$ cat src/rtl/two_wire_serial_frame_master_unit_defines.svh
// Assertion helpers for the two-wire serial frame master.
`ifndef TWO_WIRE_SERIAL_FRAME_MASTER_UNIT_DEFINES_SVH
`define TWO_WIRE_SERIAL_FRAME_MASTER_UNIT_DEFINES_SVH

// Same-cycle implication, held off while reset is asserted.
`define TWSF_ASSERT_NOW(label, clk, rst_n, ante, cons, msg) \
    label: assert property (@(posedge clk) disable iff (!(rst_n)) (ante) |-> (cons)) \
        else $error(msg);

// Next-cycle implication, held off while reset is asserted.
`define TWSF_ASSERT_NEXT(label, clk, rst_n, ante, cons, msg) \
    label: assert property (@(posedge clk) disable iff (!(rst_n)) (ante) |=> (cons)) \
        else $error(msg);

`endif

$ cat src/rtl/twsf_pkg.sv
`timescale 1ns / 1ps
package twsf_pkg;

    // Transfer kinds
    localparam logic [1:0] KIND_WRITE  = 2'd0;
    localparam logic [1:0] KIND_READ   = 2'd1;
    localparam logic [1:0] KIND_SINGLE = 2'd2;
    localparam logic [1:0] KIND_UNDEF  = 2'd3;

    // Configuration register indexes (paddr[2])
    localparam logic REG_HALF_PERIOD = 1'b0;
    localparam logic REG_DEV_ADDR    = 1'b1;

    localparam logic [7:0] HALF_PERIOD_RESET = 8'd10;
    localparam logic [6:0] DEV_ADDR_RESET    = 7'h65;

    localparam int IN_TDATA_W  = 32;
    localparam int OUT_TDATA_W = 16;
    localparam int PADDR_W     = 3;

    // Frame segments
    typedef enum logic [12:0] {
        SEG_IDLE      = 13'b0_0000_0000_0001,
        SEG_ZERO_A    = 13'b0_0000_0000_0010,
        SEG_SYNC0_A   = 13'b0_0000_0000_0100,
        SEG_ZERO_B    = 13'b0_0000_0000_1000,
        SEG_SYNC1_A   = 13'b0_0000_0001_0000,
        SEG_DEV       = 13'b0_0000_0010_0000,
        SEG_SYNC1_B   = 13'b0_0000_0100_0000,
        SEG_REG       = 13'b0_0000_1000_0000,
        SEG_SYNC1_C   = 13'b0_0001_0000_0000,
        SEG_DATA      = 13'b0_0010_0000_0000,
        SEG_DATA_SYNC = 13'b0_0100_0000_0000,
        SEG_ZERO_END  = 13'b0_1000_0000_0000,
        SEG_SYNC_END  = 13'b1_0000_0000_0000
    } t_seg;

    // One result transaction
    typedef struct packed {
        logic       done_res;
        logic [7:0] rd_data;
        logic       rd_valid;
        logic       wr_taken;
        logic       busy_res;
        logic       data_drive;
        logic       data_out;
        logic       sck;
    } t_result;

    // Sync segments carry one bit, all others a byte.
    function automatic logic seg_is_sync(input t_seg seg);
        logic r;
        case (seg)
            SEG_SYNC0_A, SEG_SYNC1_A, SEG_SYNC1_B, SEG_SYNC1_C,
            SEG_DATA_SYNC, SEG_SYNC_END: r = 1'b1;
            default:                     r = 1'b0;
        endcase
        return r;
    endfunction

    // Plain in-order successor of the fixed header segments and of the closing zero byte.
    function automatic t_seg seg_next(input t_seg seg);
        t_seg r;
        case (seg)
            SEG_ZERO_A:   r = SEG_SYNC0_A;
            SEG_SYNC0_A:  r = SEG_ZERO_B;
            SEG_ZERO_B:   r = SEG_SYNC1_A;
            SEG_SYNC1_A:  r = SEG_DEV;
            SEG_DEV:      r = SEG_SYNC1_B;
            SEG_SYNC1_B:  r = SEG_REG;
            SEG_REG:      r = SEG_SYNC1_C;
            SEG_ZERO_END: r = SEG_SYNC_END;
            default:      r = SEG_IDLE;
        endcase
        return r;
    endfunction

endpackage

$ cat src/rtl/two_wire_serial_frame_master_unit.sv
`timescale 1ns / 1ps
// Two-wire serial frame master. Each input transaction is one time tick of the bus timing;
// the block takes one per clock cycle whenever its output register is empty or being
// drained, and returns exactly one result transaction per tick in the following cycle. The
// whole per-tick update (phase counter, bit and segment sequencing, shift register) is a
// single registered pass, so throughput is one tick per cycle while results are taken.
// A start request while idle with nonzero length and a defined kind launches a frame:
// zero byte, sync 0, zero byte, sync 1, device address plus read bit, sync 1, register
// address, sync 1, data bytes each with a sync bit, then a zero byte and sync 0. Every
// bit is half_period_ticks ticks of SCK high followed by as many low. Write bytes are
// taken from wr_data on the tick that reports wr_taken; read bytes are sampled from
// data_in on the last tick of each high phase and reported with rd_valid.
// Registers: half_period_ticks at byte address 0, device_address at byte address 4.
module two_wire_serial_frame_master_unit (
    input  logic                                 i_clk,
    input  logic                                 i_rst_n,
    // Input tick stream
    input  logic                                 s_axis_tvalid,
    output logic                                 s_axis_tready,
    // start_req[0], reg_addr[8:1], length[16:9], wr_data[24:17], data_in[25], zero fill
    input  logic [twsf_pkg::IN_TDATA_W-1:0]      s_axis_tdata,
    // kind[1:0]
    input  logic [1:0]                           s_axis_tuser,
    // Result stream
    output logic                                 m_axis_tvalid,
    input  logic                                 m_axis_tready,
    // sck[0], data_out[1], data_drive[2], busy_res[3], wr_taken[4], rd_valid[5],
    // rd_data[13:6], done_res[14], zero fill
    output logic [twsf_pkg::OUT_TDATA_W-1:0]     m_axis_tdata,
    // Configuration port
    input  logic                                 psel,
    input  logic                                 penable,
    input  logic                                 pwrite,
    input  logic [twsf_pkg::PADDR_W-1:0]         paddr,
    input  logic [31:0]                          pwdata,
    output logic [31:0]                          prdata,
    output logic                                 pready
);
    import twsf_pkg::*;
    `include "two_wire_serial_frame_master_unit_defines.svh"

    // Configuration registers
    logic [7:0] r_half;
    logic [6:0] r_dev;

    // Frame state
    t_seg       r_seg,         n_seg;
    logic [3:0] r_bit_index,   n_bit_index;
    logic [7:0] r_phase,       n_phase;
    logic       r_clock_high,  n_clock_high;
    logic [7:0] r_shift,       n_shift;
    logic [7:0] r_bytes_left,  n_bytes_left;
    logic [1:0] r_kind,        n_kind;
    logic [7:0] r_addr,        n_addr;

    // Output register
    logic    r_out_valid;
    t_result r_out, n_out;

    // Unpacked input fields
    logic       in_start;
    logic [1:0] in_kind;
    logic [7:0] in_reg_addr;
    logic [7:0] in_length;
    logic [7:0] in_wr_data;
    logic       in_data_in;
    logic       s_accept;
    logic       cfg_write;

    assign in_start    = s_axis_tdata[0];
    assign in_reg_addr = s_axis_tdata[8:1];
    assign in_length   = s_axis_tdata[16:9];
    assign in_wr_data  = s_axis_tdata[24:17];
    assign in_data_in  = s_axis_tdata[25];
    assign in_kind     = s_axis_tuser;

    assign s_axis_tready = !r_out_valid || m_axis_tready;
    assign s_accept      = s_axis_tvalid && s_axis_tready;
    assign m_axis_tvalid = r_out_valid;
    assign m_axis_tdata  = {1'b0, r_out.done_res, r_out.rd_data, r_out.rd_valid,
                            r_out.wr_taken, r_out.busy_res, r_out.data_drive,
                            r_out.data_out, r_out.sck};

    // APB register access
    assign pready    = 1'b1;
    assign cfg_write = psel && penable && pwrite && pready;

    always_comb begin
        case (paddr[2])
            REG_HALF_PERIOD: prdata = {24'd0, r_half};
            REG_DEV_ADDR:    prdata = {25'd0, r_dev};
            default:         prdata = 32'd0;
        endcase
    end

    always_ff @(posedge i_clk) begin
        if (!i_rst_n) begin
            r_half <= HALF_PERIOD_RESET;
            r_dev  <= DEV_ADDR_RESET;
        end else if (cfg_write) begin
            case (paddr[2])
                REG_HALF_PERIOD: r_half <= pwdata[7:0];
                REG_DEV_ADDR:    r_dev  <= pwdata[6:0];
                default:         r_half <= r_half;
            endcase
        end
    end

    // Per-tick frame update and line levels
    always_comb begin
        logic       reading;
        logic [3:0] bi_inc;
        logic       seg_done;
        logic [2:0] bit_pos;
        logic       bit_val;

        n_seg        = r_seg;
        n_bit_index  = r_bit_index;
        n_phase      = r_phase;
        n_clock_high = r_clock_high;
        n_shift      = r_shift;
        n_bytes_left = r_bytes_left;
        n_kind       = r_kind;
        n_addr       = r_addr;
        n_out        = '0;
        reading      = (r_seg == SEG_DATA) && (r_kind != KIND_WRITE);
        bi_inc       = r_bit_index + 4'd1;
        seg_done     = seg_is_sync(r_seg) ? (bi_inc >= 4'd1) : (bi_inc >= 4'd8);

        if (r_seg == SEG_IDLE) begin
            // Launch a frame on a valid request
            if (in_start && in_length != 8'd0 && in_kind != KIND_UNDEF) begin
                n_kind       = in_kind;
                n_addr       = in_reg_addr;
                n_bytes_left = (in_kind == KIND_SINGLE) ? 8'd1 : in_length;
                n_shift      = 8'd0;
                n_seg        = SEG_ZERO_A;
                n_bit_index  = 4'd0;
                n_clock_high = 1'b1;
                n_phase      = 8'd1;
            end
        end else if (r_phase < r_half) begin
            n_phase = r_phase + 8'd1;
        end else if (r_clock_high) begin
            // End of high phase: sample read data, drop the clock
            if (reading) begin
                n_shift = {r_shift[6:0], in_data_in};
                if (r_bit_index == 4'd7) begin
                    n_out.rd_valid = 1'b1;
                    n_out.rd_data  = n_shift;
                end
            end
            n_clock_high = 1'b0;
            n_phase      = 8'd1;
        end else begin
            // End of low phase: advance bit or segment
            if (!seg_done) begin
                n_bit_index = bi_inc;
            end else begin
                n_bit_index = 4'd0;
                case (r_seg)
                    SEG_SYNC1_C: begin
                        n_seg = SEG_DATA;
                        if (r_kind == KIND_WRITE) begin
                            n_shift        = in_wr_data;
                            n_out.wr_taken = 1'b1;
                        end else begin
                            n_shift = 8'd0;
                        end
                    end
                    SEG_DATA: n_seg = SEG_DATA_SYNC;
                    SEG_DATA_SYNC: begin
                        n_bytes_left = r_bytes_left - 8'd1;
                        if (n_bytes_left != 8'd0 && r_kind != KIND_SINGLE) begin
                            n_seg = SEG_DATA;
                            if (r_kind == KIND_WRITE) begin
                                n_shift        = in_wr_data;
                                n_out.wr_taken = 1'b1;
                            end else begin
                                n_shift = 8'd0;
                            end
                        end else begin
                            n_seg = SEG_ZERO_END;
                        end
                    end
                    SEG_SYNC_END: begin
                        n_seg          = SEG_IDLE;
                        n_out.done_res = 1'b1;
                    end
                    default: n_seg = seg_next(r_seg);
                endcase
            end
            if (n_seg == SEG_IDLE) begin
                n_clock_high = 1'b0;
                n_phase      = 8'd0;
            end else begin
                n_clock_high = 1'b1;
                n_phase      = 8'd1;
            end
        end

        // Bit on the line for the updated state
        bit_pos = n_bit_index[2:0];
        case (n_seg)
            SEG_SYNC1_A, SEG_SYNC1_B, SEG_SYNC1_C: bit_val = 1'b1;
            SEG_DEV: begin
                if (bit_pos != 3'd7) begin
                    bit_val = r_dev[3'd6 - bit_pos];
                end else begin
                    bit_val = (n_kind != KIND_WRITE);
                end
            end
            SEG_REG:  bit_val = n_addr[3'd7 - bit_pos];
            SEG_DATA: bit_val = n_shift[3'd7 - bit_pos];
            SEG_DATA_SYNC: begin
                bit_val = (n_kind == KIND_SINGLE) || (n_bytes_left > 8'd1);
            end
            default: bit_val = 1'b0;
        endcase

        if (n_seg == SEG_IDLE) begin
            n_out.sck        = 1'b0;
            n_out.data_out   = 1'b0;
            n_out.data_drive = 1'b1;
            n_out.busy_res   = 1'b0;
        end else begin
            n_out.sck        = n_clock_high;
            n_out.data_drive = !((n_seg == SEG_DATA) && (n_kind != KIND_WRITE));
            n_out.data_out   = n_out.data_drive && bit_val;
            n_out.busy_res   = 1'b1;
        end
    end

    // Frame state registers
    always_ff @(posedge i_clk) begin
        if (!i_rst_n) begin
            r_seg        <= SEG_IDLE;
            r_bit_index  <= 4'd0;
            r_phase      <= 8'd0;
            r_clock_high <= 1'b0;
            r_shift      <= 8'd0;
            r_bytes_left <= 8'd0;
            r_kind       <= KIND_WRITE;
            r_addr       <= 8'd0;
        end else if (s_accept) begin
            r_seg        <= n_seg;
            r_bit_index  <= n_bit_index;
            r_phase      <= n_phase;
            r_clock_high <= n_clock_high;
            r_shift      <= n_shift;
            r_bytes_left <= n_bytes_left;
            r_kind       <= n_kind;
            r_addr       <= n_addr;
        end
    end

    // Result register: load on accept, drop when taken
    always_ff @(posedge i_clk) begin
        if (!i_rst_n) begin
            r_out_valid <= 1'b0;
        end else if (s_accept) begin
            r_out_valid <= 1'b1;
        end else if (m_axis_tready) begin
            r_out_valid <= 1'b0;
        end
    end

    always_ff @(posedge i_clk) begin
        if (s_accept) begin
            r_out <= n_out;
        end
    end

    // Checks
    `TWSF_ASSERT_NOW(a_idle_quiet, i_clk, i_rst_n, r_seg == SEG_IDLE,
        !r_clock_high && r_phase == 8'd0, "idle with running phase timer")
    `TWSF_ASSERT_NOW(a_bit_bound, i_clk, i_rst_n, 1'b1,
        r_bit_index < 4'd8, "bit index past a byte")
    `TWSF_ASSERT_NOW(a_read_released, i_clk, i_rst_n, r_out_valid && r_out.rd_valid,
        !r_out.data_drive && r_out.busy_res, "read byte reported while driving data")
    `TWSF_ASSERT_NEXT(a_done_idle, i_clk, i_rst_n, s_accept && n_out.done_res,
        r_seg == SEG_IDLE, "frame end without returning to idle")

endmodule
$ cat config.mk
export PLATFORM = sky130hd
export DESIGN_NAME = two_wire_serial_frame_master_unit
export DESIGN_NICKNAME = d
export VERILOG_FILES = /design/src/rtl/twsf_pkg.sv /design/src/rtl/two_wire_serial_frame_master_unit.sv
export VERILOG_INCLUDE_DIRS = /design/src /design/src/rtl
export SDC_FILE = /design/constraint.sdc
export NUM_CORES = 1
export LEC_CHECK = 0
export BUFFER_PORTS_ARGS = -buffer_cell sky130_fd_sc_hd__buf_2
export CAP_MARGIN = 30
export CELL_PAD_IN_SITES_DETAIL_PLACEMENT = 1
export CELL_PAD_IN_SITES_GLOBAL_PLACEMENT = 1
export CORE_UTILIZATION = 36
export DETAILED_ROUTE_END_ITERATION = 10
export PLACE_DENSITY_LB_ADDON = 0.1
export SYNTH_ARGS = -nofsm -noshare
export SYNTH_HDL_FRONTEND = slang
export SYNTH_SLANG_ARGS = --single-unit
$ cat constraint.sdc
create_clock -name i_clk -period 4.2 [get_ports i_clk]
set_input_delay 0.63 -clock i_clk [delete_from_list [all_inputs] [get_ports i_clk]]
set_output_delay 0.63 -clock i_clk [all_outputs]
set_load 0.005 [all_outputs]
== Word-level counts from Yosys, hierarchy flattened ==
Cells that the tools add are included.
Operators by class
  bitwise operators: 5
  equality and inequality tests: 31
  divide/modulo/power cells: 0
  order comparisons: 6
  reductions and logical operators: 28
  multipliers: 0
  add/subtract/negate cells: 5
  shift-type cells: 0
  multiplexer cells: 65
Operator list (number)
  $mux 8: 20
  $mux 13: 8
  $pmux 13 s8: 1
  $pmux 32 s2: 1
  $pmux 13 s4: 1
  $eq 13x1->1 const B: 3
  $eq 13x10->1 const B: 2
  $eq 13x11->1 const B: 2
  $eq 13x5->1 const B: 2
  $eq 13x6->1 const B: 2
  $eq 13x7->1 const B: 2
  $eq 13x8->1 const B: 2
  $eq 13x9->1 const B: 2
  $mux 4: 6
  $mux 1: 19
  $pmux 8 s2: 1
  $reduce_bool 8->1: 2
  $eq 13x12->1 const B: 1
  $eq 13x13->1 const B: 1
  $eq 13x2->1 const B: 1
  $eq 13x3->1 const B: 1
  $eq 13x4->1 const B: 1
  $mux 12: 1
  $bmux 1 s3: 3
  29 further kinds: 55
Storage, ports and cells
  memory bits (writable): 0
  logic and storage cells: 160
  memories: 0
  latch bits: 0
  input port bits: 76
  memory bits (read-only): 0
  output and inout bits: 51
  flip-flop bits (word level): 83

== Depth between registers and ports, before layout ==
  word-level depth: 17
  depth in mapped cells: 16
  mapped depth without buffers: 15

== Worst setup path after synthesis ==
OpenSTA, ideal clock, no wires.
  path kind: register -> register
  start: register r_seg[10]
  end: register r_out, in the netlist m_axis_tdata[1] (data pin)
  clock period less this slack: 3.969 ns
  path slack: 0.231 ns
  library setup time: 0.268 ns
  data arrival time: 3.701 ns
  stages on the path, launching flop included: 16
  data required time: 3.932 ns
  path buffers: 2
  cells stage by stage: dfxtp_1 clkbuf_1 or2_2 nor4_2 a31o_2 nor2_1 a32oi_1 inv_1 ha_1 buf_1 and3_1 a31oi_1 a211oi_1 o21ai_0 a222oi_1 a21oi_1
On the way
  elaborated cells between the ends (all ways): 71
  those cells by class: add/sub: 2; order compare: 1; eq/ne: 23; mux: 37; reduce/logical: 8
RTL lines
  start: declaration: RTL line two_wire_serial_frame_master_unit.sv:47  | t_seg r_seg, n_seg;
  start signal: assignment: RTL line two_wire_serial_frame_master_unit.sv:246  | r_seg <= n_seg;
  $eq 13x7->1 (tied with other cells): RTL line twsf_pkg.sv:53  | case (seg)
  $reduce_or 6->1: RTL line twsf_pkg.sv:53
  $mux 1: RTL line twsf_pkg.sv:53
  $mux 1: RTL line two_wire_serial_frame_master_unit.sv:128  | seg_done = seg_is_sync(r_seg) ? (bi_inc >= 4'd1) : (bi_inc >= 4'd8);
  $mux 4: RTL line two_wire_serial_frame_master_unit.sv:157  | if (!seg_done) begin
  $mux 4: RTL line two_wire_serial_frame_master_unit.sv:144  | end else if (r_clock_high) begin
  $mux 4: RTL line two_wire_serial_frame_master_unit.sv:142  | end else if (r_phase < r_half) begin
  $mux 4 (*): RTL line two_wire_serial_frame_master_unit.sv:130  | if (r_seg == SEG_IDLE) begin
  via n_bit_index[1]: RTL line two_wire_serial_frame_master_unit.sv:48  | logic [3:0] r_bit_index, n_bit_index;
  $sub 3x3->3: RTL line two_wire_serial_frame_master_unit.sv:208  | bit_val = r_dev[3'd6 - bit_pos];
  $bmux 1 s3: RTL line two_wire_serial_frame_master_unit.sv:208
  $mux 1 (not written as such): RTL line two_wire_serial_frame_master_unit.sv:208
  $mux 1: RTL line two_wire_serial_frame_master_unit.sv:207  | if (bit_pos != 3'd7) begin
  $pmux 1 s5 (*): RTL line two_wire_serial_frame_master_unit.sv:204  | case (n_seg)
  $logic_and 1x1->1 (*): RTL line two_wire_serial_frame_master_unit.sv:229  | n_out.data_out = n_out.data_drive && bit_val;
  end signal: assignment: RTL line two_wire_serial_frame_master_unit.sv:270  | r_out <= n_out;
  end: declaration: RTL line two_wire_serial_frame_master_unit.sv:58  | t_result r_out, n_out;
The timed path passes the listed nets; every way through them passes the cells marked *. The select of a mux whose other input is x is not followed.
A chain may end at the register's enable or synchronous reset.

== Worst setup path after layout ==
  start: register r_seg[0]
  end: register r_out, in the netlist m_axis_tdata[1] (data pin)
On the way
  word-level cells in the longest chain between the ends: 15
  elaborated cells between the ends (all ways): 71
  those cells by class: add/sub: 2; order compare: 1; eq/ne: 23; mux: 37; reduce/logical: 8
Ends and longest elaborated chain
  parallel branches: the longest is 15 deep, another holds $sub 3x3->3
Several ways; the timed one is not identified. The select of a mux whose other input is x is not followed.

==> results by group <==
Routing
  – DRC: 0
  – DR iter-0 viols: 421
  – TritonRoute pass-1 iters: 4
  – Vias: 6457
  – Final routed wire length divided by cell count: 21.1 um
  – Via density: 5.84
  – Post-Route WL: 23400 um
  – Post-route antenna net violation count: 0

Clock network
  – CTS Buf Count: 9
  – Resize count post-CTS: 0
  – Clock buffer depth: 2
  – # hold bufs at CTS: 0
  – Clk sinks: 83
  – Worst-skew pair later-pin latency: 0.36 ns
  – Root Driver: clkbuf_16
  – H-tree levels: 3
  – CTS tree: done
  – Setup Buffers After CTS: 0
  – Clock transition at the registers of the reported paths: 0.07 ns

Place
  – Final RePlAce weighted congestion: 0.902
  – Placed Cells: 1089
  – Post-DP HPWL: 17900 um
  – Number of port buffers: 68

Global route
  – GR Overflow Total: 0
  – GRT Overall Usage: 28.1%
  – Initial antenna violation count: 0
  – Largest net degree at the start of global routing: 28
  – Vias in the first global route: 6285
  – Global-route wire length before repair: 36200 um

Power
  – Internal: 1380 uW
  – Leakage: 0.00269 uW
  – Clock share of power: 38.4%
  – P per Cell Area: 291 mW/mm^2
  – Sw frac: 31.9%
  – Maximum vdd drop: 0.193 mV
  – Seq pwr share: 42.9%
  – Psw: 646 uW
  – Combinational Power Share: 18.7%

Outcome
  – Outcome: finished clean

Logic synthesis
  – Distinct cell type count after synthesis: 77
  – Mapped Avg Cell Area: 7.48 sq um
  – Post-synthesis mux area share: 2.78%
  – Compound-Gate Fraction of Synth Area: 24.5%
  – Combinational family with the most area after synthesis: simple AND/OR/NAND/NOR gates
  – Post-Synth XOR/XNOR Area: 1.17%
  – Post-Synth Adder-Cell Area: 2.92%
  – Area share of and/or/nand/nor cells after synthesis: 29.1%
  – Ys flop type: dfxtp_1
  – Synth Warn #: 0
  – #FFs+latches synth: 83
  – Post-Syn Instances: 801
  – Mapped Area: 0.00599 sq mm
  – Asr flop ratio synth: 0%
  – Sequential fraction of the synthesis area: 30.2%
  – Number of synthesized flops with an enable pin: 15

Layout
  – Non-Filler Instances: 1105
  – Layout Nets: 974
  – Final antenna diode count: 0
  – Filler cells: 2017
  – Most frequent cells in the layout: 109 x nand2_1, 83 x nor2_1, 68 x buf_2, 68 x dfxtp_1, 59 x a21oi_1
  – Commonest non-fill, non-tap cell in the layout: nand2_1
  – Final core occ: 43.4%
  – Area Overhead vs Synth: 16.3%
  – Layout cell share with drive strength beyond 1: 18.6%
  – Storage cell area: 0.00181 sq mm
  – Multi-input logic area: 0.00375 sq mm

Worst setup path
  – Worst EP required: 4.29 ns
  – R2R depth: 10
  – R2r setup slk: 0.15 ns
  – Critical path peak fanout: 3
  – CP arrival: 4.14 ns
  – Type of origin of the critical path: flip-flop
  – Critical Path End Type: flip-flop
  – Crit Path Category: flip-flop to flip-flop

Flow run
  – Max Cap Violations: 0

STA
  – Layout Skew: 0.00957 ns
  – RSZ-0062 raised after global routing: false
  – Final hold viol count: 0
  – Achievable frequency: 0.247 GHz
  – Slew headroom: 51.1%
  – Max Slew Vio Count: 0
  – Min Clock Period, post-route: 4.05 ns
  – Setup TNS: 0 ns
  – Setup violators final: 0
  – Final period utilization: 96.5%
  – Worst slew pin tran: 0.730 ns

Floorplanning
  – Die ar.: 0.0172 sq mm
  – Die Wd: 131 um
  – Initial Util: 37.3%
  – CORE AREA: 0.0161 sq mm
  – FP Rows: 46
  – Die Span Y: 131 um
  – Top-Level Pins: 127

Min path
  – Hold Crit Class: flip-flop to flip-flop
  – Min-Delay Path Depth: 2
## sequential cells by signal (all words and copies together) (netlist names)
name and count:
m_axis_tdata 15, m_axis_tvalid 1, r_addr 8, r_bit_index 4, r_bytes_left 8, r_clock_high 1
r_dev 7, r_half 8, r_kind 2, r_phase 8, r_seg 13, r_shift 8
## area by class of cell
type                            count  area share [%]
Clock inverter                      6           0.737
Inverter                           28            1.56
Clock buffer                       10            3.29
Multi-Input combinational cell    643            53.8
Sequential cell                    83            26.0
Tap cell                          216            3.88
Timing Repair Buffer              119            10.7
## stage by stage
stage / instance area [sq um] / total power, uW / setup WS, ns / hold WS [ns]
after detailed placement: 6650 / 1260 / 0.0885 / 0.452
after CTS: 6930 / 2030 / 0.00775 / 0.462
after global placement: 6620 / 1250 / 0.148 / 0.444
final: 6960 / 2020 / 0.149 / 0.456
after floorplan: 6080 / 1110 / 0.231 / 0.436
after global routing: 6960 / 2100 / 0.00916 / 0.490
## final timing paths
kind / start / end
max reg2reg: r_seg[0] / m_axis_tdata[1]
min reg2reg: r_addr[4] / r_addr[4]
max: r_seg[0] / m_axis_tdata[1]
min: r_addr[4] / r_addr[4]
## routing by layer
| metal | wire (um) | GRT usage [%] | vias to the layer above | share of wire [%] |
|---|---|---|---|---|
| li1 | - | - | 3060 | - |
| met1 | 11100 | 39.4 | 3140 | 48 |
| met2 | 10500 | 44.3 | 227 | 45 |
| met3 | 1340 | 4.32 | 30 | 5.7 |
| met4 | 394 | 8.18 | 0 | 1.7 |
| met5 | 0 | 0 | - | 0 |
## critical path: stages, from the launching register on
cell	delay, ns
dfxtp_1	0.31
or4_1	0.62
or4_4	0.58
or4_4	0.44
a211oi_4	0.31
o22ai_1	0.15
a221oi_2	0.27
nand4_1	0.11
or4_1	0.60
a222oi_1	0.28
a21oi_1	0.12
## cells in the mapped netlist, types with 4 or more instances
master     count  area (sq um)
nand2_1      109           409
nor2_1        83           312
dfxtp_1       68          1360
a21oi_1       59           295
o21ai_0       47           235
nand3_1       39           195
buf_4         30           225
clkbuf_1      27           101
inv_1         27           101
nor3_1        27           135
a211oi_1      17           128
nor4_1        16           100
edfxtp_1      15           450
and3_1        14          87.6
ha_1          14           175
and2_1        13          81.3
a311oi_1      12           105
mux2i_1       11           110
nand4_1       11          68.8
o211ai_1      11          82.6
a31oi_1        8          50.1
nand2b_1       8          50.1
o22ai_1        8          50.1
buf_6          7          78.8
or4_1          6          45.0
a22oi_1        5          37.5
mux2_2         5          56.3
o221ai_1       5          43.8
o31ai_1        5          37.5
or2_2          5          31.3
xnor2_1        5          43.8
a2bb2oi_1      4          35.0
a32o_1         4          40.0
buf_2          4          20.0
o21a_1         4          30.0
## cell families after synthesis
family | count (synthesis)
DFF | 83
and+or+nand+nor | 357
other | 2
AOI/OAI and AO/OA | 222
xor gates and xnor gates | 8
muxes | 16
buffers and inverters | 99
adders and majority gates | 14
## power by group through the flow
stage / sequential (uW) / combinational [uW] / clock [uW]
6_report: 868 / 379 / 777
2_1_floorplan: 872 / 239 / 0
5_1_grt: 872 / 415 / 816
3_3_place_gp: 884 / 363 / 0
3_5_place_dp: 886 / 372 / 0
4_1_cts: 867 / 374 / 790
Power figures use the tool's default switching activity.
